$ cat src/hw/rtl/tpss_pkg.sv
package tpss_pkg;

  // Field widths of the item and result ports
  localparam int KIND_W   = 3;
  localparam int VM_ID_W  = 3;
  localparam int VCPU_W   = 2;
  localparam int TIMER_W  = 32;
  localparam int VCOUNT_W = 3;

  // Default sizes of the tables
  localparam int NUM_VMS_DEF      = 8;
  localparam int VCPUS_PER_VM_DEF = 4;
  localparam int SLOT_DEPTH_DEF   = 32;

  localparam logic [TIMER_W-1:0] DEFAULT_SLICE_US  = 32'd1000;
  localparam logic [TIMER_W-1:0] MAJOR_FRAME_RESET = 32'd10000;

  typedef enum logic [KIND_W-1:0] {
    KIND_ADD_SLOT  = 3'd0,
    KIND_VM_STATUS = 3'd1,
    KIND_VCPU_STOP = 3'd2,
    KIND_TICK      = 3'd3,
    KIND_START     = 3'd4
  } kind_e;

  typedef enum logic [1:0] {
    ST_IDLE,
    ST_SCAN,
    ST_DONE
  } state_e;

  // One entry of the slot table memory
  typedef struct packed {
    logic [VM_ID_W-1:0] vm;
    logic [VCPU_W-1:0]  vcpu;
    logic [TIMER_W-1:0] dur;
  } slot_t;

endpackage

$ cat src/hw/rtl/time_partition_slot_scheduler.sv
// Cyclic time-partition slot scheduler.
// Input channel (in_valid_i / in_stall_o) carries one item per transfer: add slot,
// set VM status, set vCPU stopped, tick or start. Add and status items give no
// result. Tick and start items give one result on the output
// channel (out_valid_o / out_stall_i): found, switch_needed, next VM and vCPU and
// the timer reload value.
// A tick or start walks the slot memory one entry per cycle through its read
// port, with the check of each entry in the cycle after its read. A scan ends
// on the first runnable entry or once it has checked every filled entry; the
// result then passes the done state into the output register. An empty table
// skips the scan. The block takes one item at a time: in_stall_o is high from the
// transfer of a tick or start until its result is in the output register.
// A result waits in the output register while out_stall_i is high; the next
// item is still taken, and a later result holds in its last step until the
// output register is free.
// Reset empties the slot table, clears all VM and vCPU flags, drops the
// current vCPU and loads major_frame_us with 10000. The slot memory itself is
// not cleared; only entries below the fill count are ever read.
// cfg_we_i writes major_frame_us in the cycle it is high.
module time_partition_slot_scheduler #(
  parameter int NUM_VMS      = tpss_pkg::NUM_VMS_DEF,
  parameter int VCPUS_PER_VM = tpss_pkg::VCPUS_PER_VM_DEF,
  parameter int SLOT_DEPTH   = tpss_pkg::SLOT_DEPTH_DEF
) (
  input  logic                           clk_i,
  input  logic                           rst_ni,
  input  logic                           cfg_we_i,
  input  logic [tpss_pkg::TIMER_W-1:0]   cfg_wdata_i,
  input  logic                           in_valid_i,
  output logic                           in_stall_o,
  input  logic [tpss_pkg::KIND_W-1:0]    kind_i,
  input  logic [tpss_pkg::VM_ID_W-1:0]   vm_ident_i,
  input  logic [tpss_pkg::VCPU_W-1:0]    vcpu_ident_i,
  input  logic [tpss_pkg::TIMER_W-1:0]   slice_us_i,
  input  logic                           vm_present_i,
  input  logic                           vm_running_i,
  input  logic [tpss_pkg::VCOUNT_W-1:0]  vcpu_count_i,
  input  logic                           stopped_flag_i,
  output logic                           out_valid_o,
  input  logic                           out_stall_i,
  output logic                           found_o,
  output logic                           switch_needed_o,
  output logic [tpss_pkg::VM_ID_W-1:0]   next_vm_o,
  output logic [tpss_pkg::VCPU_W-1:0]    next_vcpu_o,
  output logic [tpss_pkg::TIMER_W-1:0]   timer_us_o
);

  import tpss_pkg::*;

  localparam int IDX_W = (SLOT_DEPTH > 1) ? $clog2(SLOT_DEPTH) : 1;
  localparam int CNT_W = $clog2(SLOT_DEPTH + 1);
  localparam int VM_W  = (NUM_VMS > 1) ? $clog2(NUM_VMS) : 1;
  localparam int ST_N  = NUM_VMS * VCPUS_PER_VM;
  localparam int ST_W  = (ST_N > 1) ? $clog2(ST_N) : 1;
  localparam int VC_W  = $clog2(VCPUS_PER_VM + 1);

  state_e             state_q, state_d;
  kind_e              kind;
  logic               in_acc;
  logic               load_out;

  logic [CNT_W-1:0]   slot_count_q;
  logic [IDX_W-1:0]   cur_slot_q;
  logic               cur_valid_q;
  logic [VM_ID_W-1:0] cur_vm_q;
  logic [VCPU_W-1:0]  cur_vcpu_q;
  logic [TIMER_W-1:0] major_q;

  logic               present_q [NUM_VMS];
  logic               running_q [NUM_VMS];
  logic [VC_W-1:0]    vcnt_q    [NUM_VMS];
  logic               stopped_q [ST_N];

  // Scan control
  logic [IDX_W-1:0]   addr_q;
  logic [CNT_W-1:0]   issued_q;
  logic [CNT_W-1:0]   evaled_q;
  logic               evalv_q;
  logic [IDX_W-1:0]   eval_addr_q;
  logic               start_mode_q;
  logic               issue;
  logic               scan_hit;
  logic               scan_end;

  // Pending result
  logic               res_found_q;
  logic               res_sw_q;
  logic [VM_ID_W-1:0] res_vm_q;
  logic [VCPU_W-1:0]  res_vcpu_q;
  logic [TIMER_W-1:0] res_timer_q;

  logic               out_valid_q;

  // Memory ports
  logic               ram_we;
  slot_t              ram_wdata;
  logic [$bits(slot_t)-1:0] ram_rdata;
  slot_t              rd_slot;

  // Entry checks
  logic               rd_vm_in;
  logic [VM_W-1:0]    rd_vm_idx;
  logic [ST_W-1:0]    rd_st_idx;
  logic               rd_ok;
  logic               rd_sw;
  logic               wr_vm_in;
  logic               wr_vc_in;
  logic [VM_W-1:0]    wr_vm_idx;
  logic [ST_W-1:0]    wr_st_idx;
  logic [VC_W-1:0]    wr_cnt;
  logic [IDX_W-1:0]   tick_first;

  function automatic logic [IDX_W-1:0] wrap_inc(input logic [IDX_W-1:0] a,
                                                input logic [CNT_W-1:0] cnt);
    logic [CNT_W-1:0] s;
    s = CNT_W'(a) + CNT_W'(1);
    return (s == cnt) ? '0 : IDX_W'(s);
  endfunction

  assign kind   = kind_e'(kind_i);
  assign in_acc = in_valid_i && !in_stall_o;
  assign in_stall_o = (state_q != ST_IDLE);

  // Slot table write on add
  assign ram_we = in_acc && (kind == KIND_ADD_SLOT) && (32'(slot_count_q) < SLOT_DEPTH);
  assign ram_wdata.vm   = vm_ident_i;
  assign ram_wdata.vcpu = vcpu_ident_i;
  assign ram_wdata.dur  = (slice_us_i == '0) ? DEFAULT_SLICE_US : slice_us_i;

  assign issue = (state_q == ST_SCAN) && (issued_q < slot_count_q);

  tpss_ram #(
    .WIDTH ($bits(slot_t)),
    .DEPTH (SLOT_DEPTH)
  ) u_slot_ram (
    .clk_i   (clk_i),
    .we_i    (ram_we),
    .waddr_i (IDX_W'(slot_count_q)),
    .wdata_i (ram_wdata),
    .re_i    (issue),
    .raddr_i (addr_q),
    .rdata_o (ram_rdata)
  );

  assign rd_slot = slot_t'(ram_rdata);

  // Check the entry read in the last cycle
  always_comb begin
    rd_vm_in  = (32'(rd_slot.vm) < NUM_VMS);
    rd_vm_idx = VM_W'(rd_slot.vm);
    rd_st_idx = ST_W'(32'(rd_vm_idx) * VCPUS_PER_VM + 32'(rd_slot.vcpu));
    rd_ok     = rd_vm_in && present_q[rd_vm_idx] && running_q[rd_vm_idx] &&
                (32'(rd_slot.vcpu) < 32'(vcnt_q[rd_vm_idx])) &&
                (start_mode_q || !stopped_q[rd_st_idx]);
    rd_sw     = !cur_valid_q || (cur_vm_q != rd_slot.vm) || (cur_vcpu_q != rd_slot.vcpu);
  end

  // Decode status and stopped writes
  always_comb begin
    wr_vm_in  = (32'(vm_ident_i) < NUM_VMS);
    wr_vc_in  = (32'(vcpu_ident_i) < VCPUS_PER_VM);
    wr_vm_idx = VM_W'(vm_ident_i);
    wr_st_idx = ST_W'(32'(wr_vm_idx) * VCPUS_PER_VM + 32'(vcpu_ident_i));
    wr_cnt    = (32'(vcpu_count_i) > VCPUS_PER_VM) ? VC_W'(VCPUS_PER_VM)
                                                   : VC_W'(vcpu_count_i);
  end

  assign tick_first = wrap_inc(cur_slot_q, slot_count_q);
  assign scan_hit   = (state_q == ST_SCAN) && evalv_q && rd_ok;
  assign scan_end   = (state_q == ST_SCAN) && evalv_q && !rd_ok &&
                      ((evaled_q + CNT_W'(1)) == slot_count_q);
  assign load_out   = (state_q == ST_DONE) && (!out_valid_q || !out_stall_i);

  // Next state
  always_comb begin
    state_d = state_q;
    case (state_q)
      ST_IDLE: begin
        if (in_acc && ((kind == KIND_TICK) || (kind == KIND_START))) begin
          state_d = (slot_count_q == '0) ? ST_DONE : ST_SCAN;
        end
      end
      ST_SCAN: begin
        if (scan_hit || scan_end) begin
          state_d = ST_DONE;
        end
      end
      ST_DONE: begin
        if (load_out) begin
          state_d = ST_IDLE;
        end
      end
      default: state_d = ST_IDLE;
    endcase
  end

  always_ff @(posedge clk_i or negedge rst_ni) begin
    if (!rst_ni) begin
      state_q <= ST_IDLE;
    end else begin
      state_q <= state_d;
    end
  end

  // Register file, table fill and current vCPU
  always_ff @(posedge clk_i or negedge rst_ni) begin
    if (!rst_ni) begin
      slot_count_q <= '0;
      cur_slot_q   <= '0;
      cur_valid_q  <= 1'b0;
      cur_vm_q     <= '0;
      cur_vcpu_q   <= '0;
      major_q      <= MAJOR_FRAME_RESET;
      for (int i = 0; i < NUM_VMS; i++) begin
        present_q[i] <= 1'b0;
        running_q[i] <= 1'b0;
        vcnt_q[i]    <= '0;
      end
      for (int i = 0; i < ST_N; i++) begin
        stopped_q[i] <= 1'b0;
      end
    end else begin
      if (cfg_we_i) begin
        major_q <= cfg_wdata_i;
      end
      if (ram_we) begin
        slot_count_q <= slot_count_q + CNT_W'(1);
      end
      if (in_acc && (kind == KIND_VM_STATUS) && wr_vm_in) begin
        present_q[wr_vm_idx] <= vm_present_i;
        running_q[wr_vm_idx] <= vm_running_i;
        vcnt_q[wr_vm_idx]    <= wr_cnt;
      end
      if (in_acc && (kind == KIND_VCPU_STOP) && wr_vm_in && wr_vc_in) begin
        stopped_q[wr_st_idx] <= stopped_flag_i;
      end
      // Take the chosen slot; a start also wakes its vCPU
      if (scan_hit) begin
        cur_slot_q  <= eval_addr_q;
        cur_valid_q <= 1'b1;
        cur_vm_q    <= rd_slot.vm;
        cur_vcpu_q  <= rd_slot.vcpu;
        if (start_mode_q) begin
          stopped_q[rd_st_idx] <= 1'b0;
        end
      end
    end
  end

  // Scan counters
  always_ff @(posedge clk_i or negedge rst_ni) begin
    if (!rst_ni) begin
      addr_q       <= '0;
      issued_q     <= '0;
      evaled_q     <= '0;
      evalv_q      <= 1'b0;
      start_mode_q <= 1'b0;
    end else if (state_q == ST_IDLE) begin
      addr_q       <= (kind == KIND_START) ? '0 : tick_first;
      issued_q     <= '0;
      evaled_q     <= '0;
      evalv_q      <= 1'b0;
      start_mode_q <= (kind == KIND_START);
    end else if (state_q == ST_SCAN) begin
      evalv_q <= issue;
      if (issue) begin
        addr_q   <= wrap_inc(addr_q, slot_count_q);
        issued_q <= issued_q + CNT_W'(1);
      end
      if (evalv_q) begin
        evaled_q <= evaled_q + CNT_W'(1);
      end
    end else begin
      evalv_q <= 1'b0;
    end
  end

  // Address of the entry under check
  always_ff @(posedge clk_i) begin
    if (issue) begin
      eval_addr_q <= addr_q;
    end
  end

  // Capture the result of the scan
  always_ff @(posedge clk_i) begin
    if (scan_hit) begin
      res_found_q <= 1'b1;
      res_sw_q    <= rd_sw;
      res_vm_q    <= rd_slot.vm;
      res_vcpu_q  <= rd_slot.vcpu;
      res_timer_q <= rd_slot.dur;
    end else if (scan_end || (state_q == ST_IDLE)) begin
      res_found_q <= 1'b0;
      res_sw_q    <= 1'b0;
      res_vm_q    <= cur_vm_q;
      res_vcpu_q  <= cur_vcpu_q;
      res_timer_q <= major_q;
    end
  end

  // Output register
  always_ff @(posedge clk_i or negedge rst_ni) begin
    if (!rst_ni) begin
      out_valid_q <= 1'b0;
    end else if (load_out) begin
      out_valid_q <= 1'b1;
    end else if (!out_stall_i) begin
      out_valid_q <= 1'b0;
    end
  end

  always_ff @(posedge clk_i) begin
    if (load_out) begin
      found_o         <= res_found_q;
      switch_needed_o <= res_sw_q;
      next_vm_o       <= res_vm_q;
      next_vcpu_o     <= res_vcpu_q;
      timer_us_o      <= res_timer_q;
    end
  end

  assign out_valid_o = out_valid_q;

  // Assertions
  a_fill_bound: assert property (@(posedge clk_i) disable iff (!rst_ni)
    32'(slot_count_q) <= SLOT_DEPTH)
    else $error("slot count beyond table depth");

  a_cur_in_table: assert property (@(posedge clk_i) disable iff (!rst_ni)
    (slot_count_q != '0) |-> (CNT_W'(cur_slot_q) < slot_count_q))
    else $error("current slot outside filled table");

  a_scan_bound: assert property (@(posedge clk_i) disable iff (!rst_ni)
    (state_q == ST_SCAN) |-> (evaled_q < slot_count_q))
    else $error("scan checked more slots than the table holds");

  a_found_has_cur: assert property (@(posedge clk_i) disable iff (!rst_ni)
    (out_valid_o && found_o) |-> cur_valid_q)
    else $error("found result without a current vCPU");

  a_empty_no_scan: assert property (@(posedge clk_i) disable iff (!rst_ni)
    (slot_count_q == '0) |-> (state_q != ST_SCAN))
    else $error("scan started on an empty table");

endmodule

$ cat src/hw/rtl/tpss_ram.sv
module tpss_ram #(
  parameter int WIDTH = 8,
  parameter int DEPTH = 32
) (
  input  logic                                   clk_i,
  input  logic                                   we_i,
  input  logic [(DEPTH > 1 ? $clog2(DEPTH) : 1)-1:0] waddr_i,
  input  logic [WIDTH-1:0]                       wdata_i,
  input  logic                                   re_i,
  input  logic [(DEPTH > 1 ? $clog2(DEPTH) : 1)-1:0] raddr_i,
  output logic [WIDTH-1:0]                       rdata_o
);

  logic [WIDTH-1:0] mem_q [DEPTH];

  // Write port
  always_ff @(posedge clk_i) begin
    if (we_i) begin
      mem_q[waddr_i] <= wdata_i;
    end
  end

  // Registered read port
  always_ff @(posedge clk_i) begin
    if (re_i) begin
      rdata_o <= mem_q[raddr_i];
    end
  end

endmodule

$ cat config.mk
export PLATFORM = sky130hd
export DESIGN_NAME = time_partition_slot_scheduler
export DESIGN_NICKNAME = d
export VERILOG_FILES = /design/src/hw/rtl/tpss_pkg.sv /design/src/hw/rtl/time_partition_slot_scheduler.sv /design/src/hw/rtl/tpss_ram.sv
export SDC_FILE = /design/constraint.sdc
export NUM_CORES = 1
export LEC_CHECK = 0
export ABC_AREA = 1
export BUFFER_PORTS_ARGS = -buffer_cell sky130_fd_sc_hd__buf_2
export CELL_PAD_IN_SITES_DETAIL_PLACEMENT = 1
export CELL_PAD_IN_SITES_GLOBAL_PLACEMENT = 2
export CORE_MARGIN = 8
export CORE_UTILIZATION = 44
export CTS_CLUSTER_DIAMETER = 80
export CTS_CLUSTER_SIZE = 25
export DETAILED_ROUTE_END_ITERATION = 8
export HOLD_SLACK_MARGIN = 0.06
export PLACE_DENSITY = 0.79
export SETUP_SLACK_MARGIN = 0.3
export SYNTH_ARGS = -nofsm -noshare
export SYNTH_HDL_FRONTEND = slang
export SYNTH_SLANG_ARGS = --single-unit
$ cat constraint.sdc
create_clock -name clk_i -period 6 [get_ports clk_i]
set_clock_uncertainty 0.15 [all_clocks]
set_input_delay 1.2 -clock clk_i [delete_from_list [all_inputs] [get_ports clk_i]]
set_output_delay 1.2 -clock clk_i [all_outputs]
set_load 0.02 [all_outputs]
After elaboration in Yosys (flattened, before gate mapping)
Memory sizes are Yosys's and may differ from the RTL's. A register that Yosys moved wholly into a read port is not among the register bits.
Index checks and enable logic that the tools add are counted.
{ "totals": {"mem_count": 1, "ramBits": 1184, "register_bits": 226, "latchBits": 0, "in_bits": 83, "mem_bits_ro": 0} }
{ "classes": {"reduce_logical": 43, "shifts": 0, "n_mul": 0, "mux": 60, "addsub": 7, "eq_ne": 15, "div_mod_pow": 0, "n_lt_le_gt_ge": 11, "bitwise_logic": 6} }
{ "mem_list": {"columns": ["memory", "words", "word_bits", "read_ports", "rd_clocked_by_memory_dff", "write_ports", "line", "rtl"], "rows": [
  ["u_slot_ram.mem_q", 32, 37, 1, 1, 1, "tpss_ram.sv:14", "logic [WIDTH-1:0] mem_q [DEPTH];"]
]} }
{ "op_table": {"columns": ["operator", "count"], "rows": [
  ["2-to-1 mux 32 bit", 6],
  ["2-to-1 mux 6 bit", 6],
  ["bitwise AND 32 bit", 1],
  ["bitwise mux 32 bit", 1],
  ["zero test 32 bit", 1],
  ["NOT 32 bit", 1],
  ["2-to-1 mux 5 bit", 6],
  ["bitwise mux 24 bit", 1],
  ["adder 6 x 1 -> 6 bit (second input constant)", 3],
  ["== test 6 bit", 3],
  ["logical AND 1 bit", 18],
  ["2-to-1 mux 3 bit", 6],
  ["2-to-1 mux 1 bit", 17],
  ["bitwise mux 8 bit", 2],
  ["adder 5 x 1 -> 6 bit (second input constant)", 2],
  [">= comparator 6 bit (second input constant)", 2],
  ["< comparator 6 x 1 -> 1 bit (second input constant)", 2],
  ["2-to-1 mux 2 bit", 6],
  ["NOT 5 -> 6 bit", 2],
  ["adder 5 x 2 -> 5 bit", 2],
  ["demux 1 bit (select 5 bit)", 2],
  ["nonzero test 2 bit", 5],
  ["binary-select mux 3 bit (select 3 bit)", 1],
  ["demux 3 bit (select 3 bit)", 1],
  ["other kinds (27)", 45]
]} }

Logic depth before layout (Yosys ltp)
Gate-level depths: netlist of the first run.
{ "logic_depth": {"depth_word": 14, "mapped_depth": 19, "mapped_depth_nobuf": 17} }

Modules after synthesis
Synthesis of the first run repeated with hierarchy kept, for this count alone.
{ "hier_totals": {"hier_cells": 5300, "hier_area_um2": 60424.2} }
{ "modules_own_cells": {"columns": ["mod", "area_per_inst_um2", "n_inst", "cells_per_inst"], "rows": [
  ["tpss_ram", 49577.5, 1, 4080],
  ["time_partition_slot_scheduler", 10846.7, 1, 1220]
]} }

Worst setup path after synthesis of the first run
OpenSTA, ideal clock, no wires.
{ "synth_timing": {"kind": "input -> register", "start": "in in_valid_i", "end": "mem u_slot_ram.mem_q[23][0] (netlist name), enable pin", "path_buffers": 0, "path_slack_ns": 0.746, "path_stages": 8, "t_arrival_ns": 4.627, "required_ns": 5.373, "path_cell_list": "nand2_1 nor4_1 nand2_1 inv_1 nand2_2 nor2_1 inv_1 nor3_1"} }
{ "synth_between": {"elab_chain_cells": 5} }
{ "synth_lines": {"columns": ["element", "line", "rtl"], "rows": [
  ["from (decl)", "time_partition_slot_scheduler.sv:29", "input logic in_valid_i,"],
  ["logical AND 1 bit", "time_partition_slot_scheduler.sv:121", "assign in_acc = in_valid_i && !in_stall_o;"],
  ["logical AND 1 bit (2 in a row)", "time_partition_slot_scheduler.sv:125", "assign ram_we = in_acc && (kind == KIND_ADD_SLOT) && (32'(slot_count_q) < SLOT_DEPTH);"],
  ["2-to-1 mux 1 bit", "tpss_ram.sv:18", "if (we_i) begin"],
  ["2-to-1 mux 1 bit (implied by the code)", "tpss_ram.sv:19", "mem_q[waddr_i] <= wdata_i;"],
  ["to (decl)", "tpss_ram.sv:14", null]
]} }
Every way passes these cells.

Worst setup path in the final report of the first run
{ "layout_timing": {"start": "reg u_slot_ram.rdata_o[34] (read register of u_slot_ram.mem_q)", "end": "reg res_timer_q[31], data pin"} }
{ "layout_between": {"elab_chain_cells": 10, "word_cells_on_any_way": 23} }
{ "layout_lines": {"columns": ["element", "line", "rtl"], "rows": [
  ["from (decl)", "tpss_ram.sv:11", "output logic [WIDTH-1:0] rdata_o"],
  ["adder 5 x 2 -> 5 bit", "time_partition_slot_scheduler.sv:151", "rd_st_idx = ST_W'(32'(rd_vm_idx) * VCPUS_PER_VM + 32'(rd_slot.vcpu));"],
  ["NOT 5 -> 6 bit (implied by the code)", "time_partition_slot_scheduler.sv:154", "(start_mode_q || !stopped_q[rd_st_idx]);"],
  ["binary-select mux 1 bit (select 5 bit)", "time_partition_slot_scheduler.sv:154", null],
  ["2-to-1 mux 1 bit (implied by the code) (2 in a row)", "time_partition_slot_scheduler.sv:154", null],
  ["zero test 1 bit", "time_partition_slot_scheduler.sv:154", null],
  ["logical OR 1 bit", "time_partition_slot_scheduler.sv:154", null],
  ["logical AND 1 bit *", "time_partition_slot_scheduler.sv:153", "(32'(rd_slot.vcpu) < 32'(vcnt_q[rd_vm_idx])) &&"],
  ["logical AND 1 bit *", "time_partition_slot_scheduler.sv:169", "assign scan_hit = (state_q == ST_SCAN) && evalv_q && rd_ok;"],
  ["2-to-1 mux 32 bit *", "time_partition_slot_scheduler.sv:287", "if (scan_hit) begin"],
  ["to (signal assigned)", "time_partition_slot_scheduler.sv:292", "res_timer_q <= rd_slot.dur;"],
  ["to (signal assigned)", "time_partition_slot_scheduler.sv:298", "res_timer_q <= major_q;"],
  ["to (decl)", "time_partition_slot_scheduler.sv:90", "logic [TIMER_W-1:0] res_timer_q;"]
]} }
Mark *: on every way between the ends. The rest lies on a longest branch, timed or not. The select of a mux whose other input is x is not followed.
A chain may end at the register's enable or synchronous reset.

==> out/metrics.cfg, run 1 <==
[critical_path]
cp-start-kind = flip-flop
crit_required_ns = 6.25
path_class = reg2reg
arrival_ns = 4.55
worstPathMaxFanout = 106
end_kind = flip-flop

[global_route]
grt-ovfl-total = 0
antenna_found_initial = 6
grt_pass1_wl_microns = 268000
track_usage = 0.252
grt_pass1_vias = 39000
grt_start_max_net_pins = 184

[clocking]
clk_latency_ns = 0.73
cts_buffers = 78
cts_max_path_buffers = 3
tritoncts = done
ctsHoldBuffers = 0
htreeDepth = 3
clkTransAtPathRegs_ns = 0.10
root_buffer = clkbuf_16
cts_resized = 0
cts_setup_buffers = 0
cts_sinks = 1447

[sta]
tightest_slew_ns = 1.34
max_freq_mhz = 232
period_share = 0.717
finalWorstPathRequiredPeriod_ns = 4.30
setup_viol = 0
finalHoldViolations = 0
tns_ns = 0
slew_viol_final = 0
rsz0062_at_grt = no
relSlewSlack = 0.106
holdWs_ns = 0.278

[outcome]
status = finished clean

[synth]
synthTopCellsByCount = edfxtp_1 (1,303), o21ai_0 (838), nor2_1 (807)
synth_top_area_frac = 0.677
synthTopCellsByArea = edfxtp_1 (68%), o21ai_0 (7.3%), dfrtp_1 (6.0%)
synth_async_sr_flop_share = 0.0988
syn_inst = 4708
yosys_register_bits = 1447
synth_nets = 4805
ys.flop_type = edfxtp_1
synth_edf_count = 1303
synth_area_sq_um = 57800
yosys.area.top_type = edfxtp_1
synth.most_common_cell = edfxtp_1
ys_types = 47
synth.yosys.seq_area_share = 0.739
yosysWarnings = 0
syn_area_per_cell_sq_um = 12.3

[routing]
via_per_inst = 5.93
drt_pass1_iterations = 5
routed_wl_microns = 184000
drt_iter0_markers = 4186
vias = 38700
wire_per_inst_microns = 28.3
drtAntennaViolNets = 0
remaining_drc_errors = 0

[power]
swShare = 0.376
p_comb_frac = 0.312
switchingPower_mw = 9.79
vdd_drop_max_mv = 0.309
clockPowerShare = 0.235
p_int_mw = 16.2
p_seq_frac = 0.453
p_leak_nw = 21.2
power_density_nw_per_um2 = 412

[placed_design]
port_buffers = 123
dp_cells = 6381
post_dp_cell_area_sq_um = 60700
dp_hpwl_microns = 112000
place.gp.congestion = 0.833

[finish]
finalNetCount = 4803
drive_gt1_frac = 0.0932
final_area_sq_um = 63200
instances_no_fill = 6514
fin_util = 0.483
syn2layout_area_growth_pct = 9.42
multi_input_comb_area_sq_um = 13500
seq_area_sq_um = 42700
fillCellCount = 13400

[job]
max-cap-violations = 0

[floorplan]
rows = 133
dieArea_sq_um = 143000
core_area_sq_um = 131000
ios = 124
fp.dieW_microns = 378
die_h_microns = 378
start_util = 0.441

[min_path]
hold_path.class = reg2reg

## worst max-delay path: stages (launching register included)
cell      delay, ns
edfxtp_1       0.85
inv_2          0.31
nor2_4         0.22
nand2_1        0.06
nand2_1        0.07
a221oi_1       0.05
nand4_1        0.09
inv_1          0.05
ha_1           0.28
nand3_1        0.09
nand2_1        0.06
nor2_2         0.09
nand3_2        0.32
inv_4          0.87
o21ai_0        0.24
## per-stage QoR
stage	setup slack [ns]	power [mW]
after global placement	1.16	19.9
final	1.70	26.0
after detailed placement	1.08	20.1
after floorplan	0.746	16.6
after global routing	1.34	27.1
after CTS	1.61	26.1
## cells by family after synthesis
kind of cell               synth area share
muxes                              0.000520
buffers and inverters                0.0314
AOI/OAI and AO/OA                     0.125
xor gates and xnor gates            0.00333
DFF                                   0.739
adders and majority gates           0.00303
and+or+nand+nor                      0.0979
## per-layer routing
layer  wire length, microns  global-route usage
met1                  80500               0.356
met2                  86700               0.411
met3                  11600              0.0337
met4                   5230              0.0689
met5                      0                   0
## sequential cells by signal (all words and copies together), names as in the netlist, 3 cells and up
signal,cells
u_slot_ram.mem_q,1184
u_slot_ram.rdata_o,37
major_q,32
res_timer_q,32
stopped_q,32
timer_us_o,32
vcnt_q,24
present_q,8
running_q,8
evaled_q,6
issued_q,6
slot_count_q,6
addr_q,5
cur_slot_q,5
eval_addr_q,5
cur_vm_q,3
next_vm_o,3
res_vm_q,3
## area by class of cell
cell class / instances / share of cell area
sequential: 1447 / 0.676
multi-input combinational: 2806 / 0.214
tap: 1755 / 0.0347
clock buffer: 91 / 0.0326
timing repair buffer: 232 / 0.0273
inverter: 141 / 0.00880
clock inverter: 37 / 0.00690
antenna: 5 / 0.000198
## power groups by stage
stage	sequential [mW]	combinational (mW)	clock, mW
finish	11.8	8.12	6.11
global route	11.9	8.75	6.50
CTS	11.8	8.06	6.22
detailed placement	12.0	8.02	0
global placement	12.0	7.85	0
floorplan	11.9	4.73	0
## cells in the final DEF (no fill, tap or decap), types with 23 or more instances in the layout
master     count
edfxtp_1    1303
o21ai_0      838
nor2_1       776
nand2_1      523
o22ai_1      350
dfrtp_1      133
inv_1        122
buf_2        122
a21oi_1       87
buf_4         86
clkbuf_16     81
nand3_1       54
nor2_4        33
buf_12        23
## final timing paths
path	startpoint	cells after the start	end	slack, ns
min in group asynchronous	rst_ni	1	major_q[19]	0.34
max	u_slot_ram.rdata_o[34]	14	res_timer_q[31]	1.70
min reg2reg	res_timer_q[9]	0	timer_us_o[9]	0.28
max reg2reg	u_slot_ram.rdata_o[34]	14	res_timer_q[31]	1.70
min	res_timer_q[9]	0	timer_us_o[9]	0.28
max in group asynchronous	rst_ni	2	addr_q[4]	4.33
Power figures use the tool's default switching activity.
==> run 2: changes to the inputs <==
==> constraint.sdc (replaced) <==
create_clock -name clk_i -period 4.3 [get_ports clk_i]
set_clock_uncertainty 0.15 [all_clocks]
set_input_delay 0.86 -clock clk_i [delete_from_list [all_inputs] [get_ports clk_i]]
set_output_delay 0.86 -clock clk_i [all_outputs]
set_load 0.02 [all_outputs]
==> out/metrics.cfg, run 2 (same netlist as run 1, synthesis figures left out) <==
[outcome]
status = finished clean

[sta]
timing.final.ws_setup_ns = 0.837
finalWorstPathRequiredPeriod_ns = 3.46
period_share = 0.805
rsz0062_at_grt = no
finalHoldViolations = 0
setup_viol = 0
slew_viol_final = 0
relSlewSlack = 0.278
holdWs_ns = 0.210
max_freq_mhz = 289
tightest_slew_ns = 1.07

[global_route]
met2_usage = 0.403
use_met3 = 0.0308
grt_most_used_layer = met2
antenna_found_initial = 7
grt_pass1_vias = 39500
grt_pass1_wl_microns = 262000
grt_start_max_net_pins = 155
track_usage = 0.243
grt_use_met1 = 0.337
grt-ovfl-total = 0

[power]
vdd_drop_max_mv = 0.452
p_leak_nw = 21.7
total_power_mw = 36.1
power_density_nw_per_um2 = 562

[clocking]
cts_buffers = 80
clk_latency_ns = 0.72
root_buffer = clkbuf_16
clkTransAtPathRegs_ns = 0.10
htreeDepth = 3
tritoncts = done
cts_max_path_buffers = 3
cts_sinks = 1447

[critical_path]
cp-start-kind = flip-flop
crit_slowest_cell = edfxtp_1
crit_top_cell = nand2_1
path_class = reg2reg
worstPathMaxFanout = 66
crit_required_ns = 4.60
arrival_ns = 3.76
path_buf_inv = 5
end_kind = flip-flop
crit_family = simple AND/OR/NAND/NOR gates
critPathMaxStageDelay_ns = 0.55
crit_chain = buf_12 -> nand3_2 -> inv_2 -> nand2_1 -> nand2_1 -> a221oi_1 -> nand4_1 -> inv_1 -> ha_1 -> nand3_1 -> nand2_1 -> nor2_2 -> nand3_2 -> inv_4 -> buf_12 -> o21ai_0

[routing]
drt_iter0_markers = 3627
vias = 38600
drtAntennaViolNets = 0
remaining_drc_errors = 0
via_per_inst = 5.87
wire_per_inst_microns = 27.0
drt_pass1_iterations = 5
routed_wl_microns = 178000

[finish]
final_cell_mix = edfxtp_1 (1,303), o21ai_0 (838), nor2_1 (776), nand2_1 (523), o22ai_1 (350)
drive_gt1_frac = 0.107
largest_reg_flops = 1184
syn2layout_area_growth_pct = 11.1
top_register = u_slot_ram.mem_q
finalNetCount = 4871
final_common_cell = edfxtp_1
top_regs = u_slot_ram.mem_q x1184, u_slot_ram.rdata_o x37

[placed_design]
place.gp.congestion = 0.827
dp_hpwl_microns = 106000
port_buffers = 123
place_ws_ns = 0.669

[floorplan]
rows = 133
start_util = 0.441
dieArea_sq_um = 143000
core_area_sq_um = 131000
ios = 124
fp.dieW_microns = 378
die_h_microns = 378

[min_path]
hold_path.class = in2reg

[job]
max-cap-violations = 0

[run 2: changes by cell type in the layout (fill, tap and decap cells not counted), moves of 3 or more]
cell / change
buf_12: +32
inv_6: +4
inv_8: +3
buf_4: +33
clkinv_8: +4
diode_2: -3
[run 2: worst register-to-register path: stages, from the launching register on]
cell and delay (ns):
edfxtp_1 0.55, buf_12 0.21, nand3_2 0.14, inv_2 0.08
nand2_1 0.07, nand2_1 0.05, a221oi_1 0.22, nand4_1 0.12
inv_1 0.08, ha_1 0.23, nand3_1 0.09, nand2_1 0.06
nor2_2 0.10, nand3_2 0.40, inv_4 0.20, buf_12 0.26
o21ai_0 0.21
[run 2: power by group]
| group | leakage (nW) | switching [mW] | total (mW) | internal (mW) |
|---|---|---|---|---|
| registers | 13.6 | 0.420 | 16.4 | 16.0 |
| clock network | 1.25 | 4.91 | 8.68 | 3.77 |
| logic | 6.77 | 7.78 | 11.0 | 3.17 |
[run 2: worst paths after layout]
path	from	endpoint	slack (ns)	cells after the start
max	u_slot_ram.rdata_o[34]	res_timer_q[8]	0.84	16
min	cfg_wdata_i[0]	major_q[0]	0.21	3
max reg2reg	u_slot_ram.rdata_o[34]	res_timer_q[8]	0.84	16
min reg2reg	res_timer_q[12]	timer_us_o[12]	0.28	0
max in group asynchronous	rst_ni	stopped_q[19]	2.58	3
min in group asynchronous	rst_ni	major_q[18]	0.55	2
[run 2: area by class of cell]
type                    count  area, sq um
diodes                      2         5.00
multi-input cells        2806        13500
fillers                 13500        66700
flip-flops and latches   1447        42700
well taps                1755         2200
inverters                 141          557
clock inverters            44          537
repair buffers            298         2630
clock buffers              90         2050
[run 2: routing by layer]
metal  share of wire  wire length [microns]  up-vias
met1            0.44                  77500    20100
met2            0.48                  84500     1173
met5               0                      0        -
li1                -                      -    17100
met3           0.056                  10000      289
met4           0.032                   5680        0
[run 2: metrics by stage]
step | setup TNS [ns] | instance area, sq um | instances | util
floorplan | -45.47 | 57800 | 4708 | -
global placement | 0 | 61600 | 6441 | 0.470
detailed placement | 0 | 61600 | 6441 | 0.470
CTS | 0 | 64200 | 6576 | 0.490
global route | 0 | 64200 | 6581 | 0.490
finish | 0 | 64200 | 6583 | 0.490
[run 2: repair_timing]
action	CTS	global route
gates resized for setup	0	0
setup endpoints to repair	0	56
setup buffers	0	5
hold endpoints to repair	9	0
hold buffers	1	0
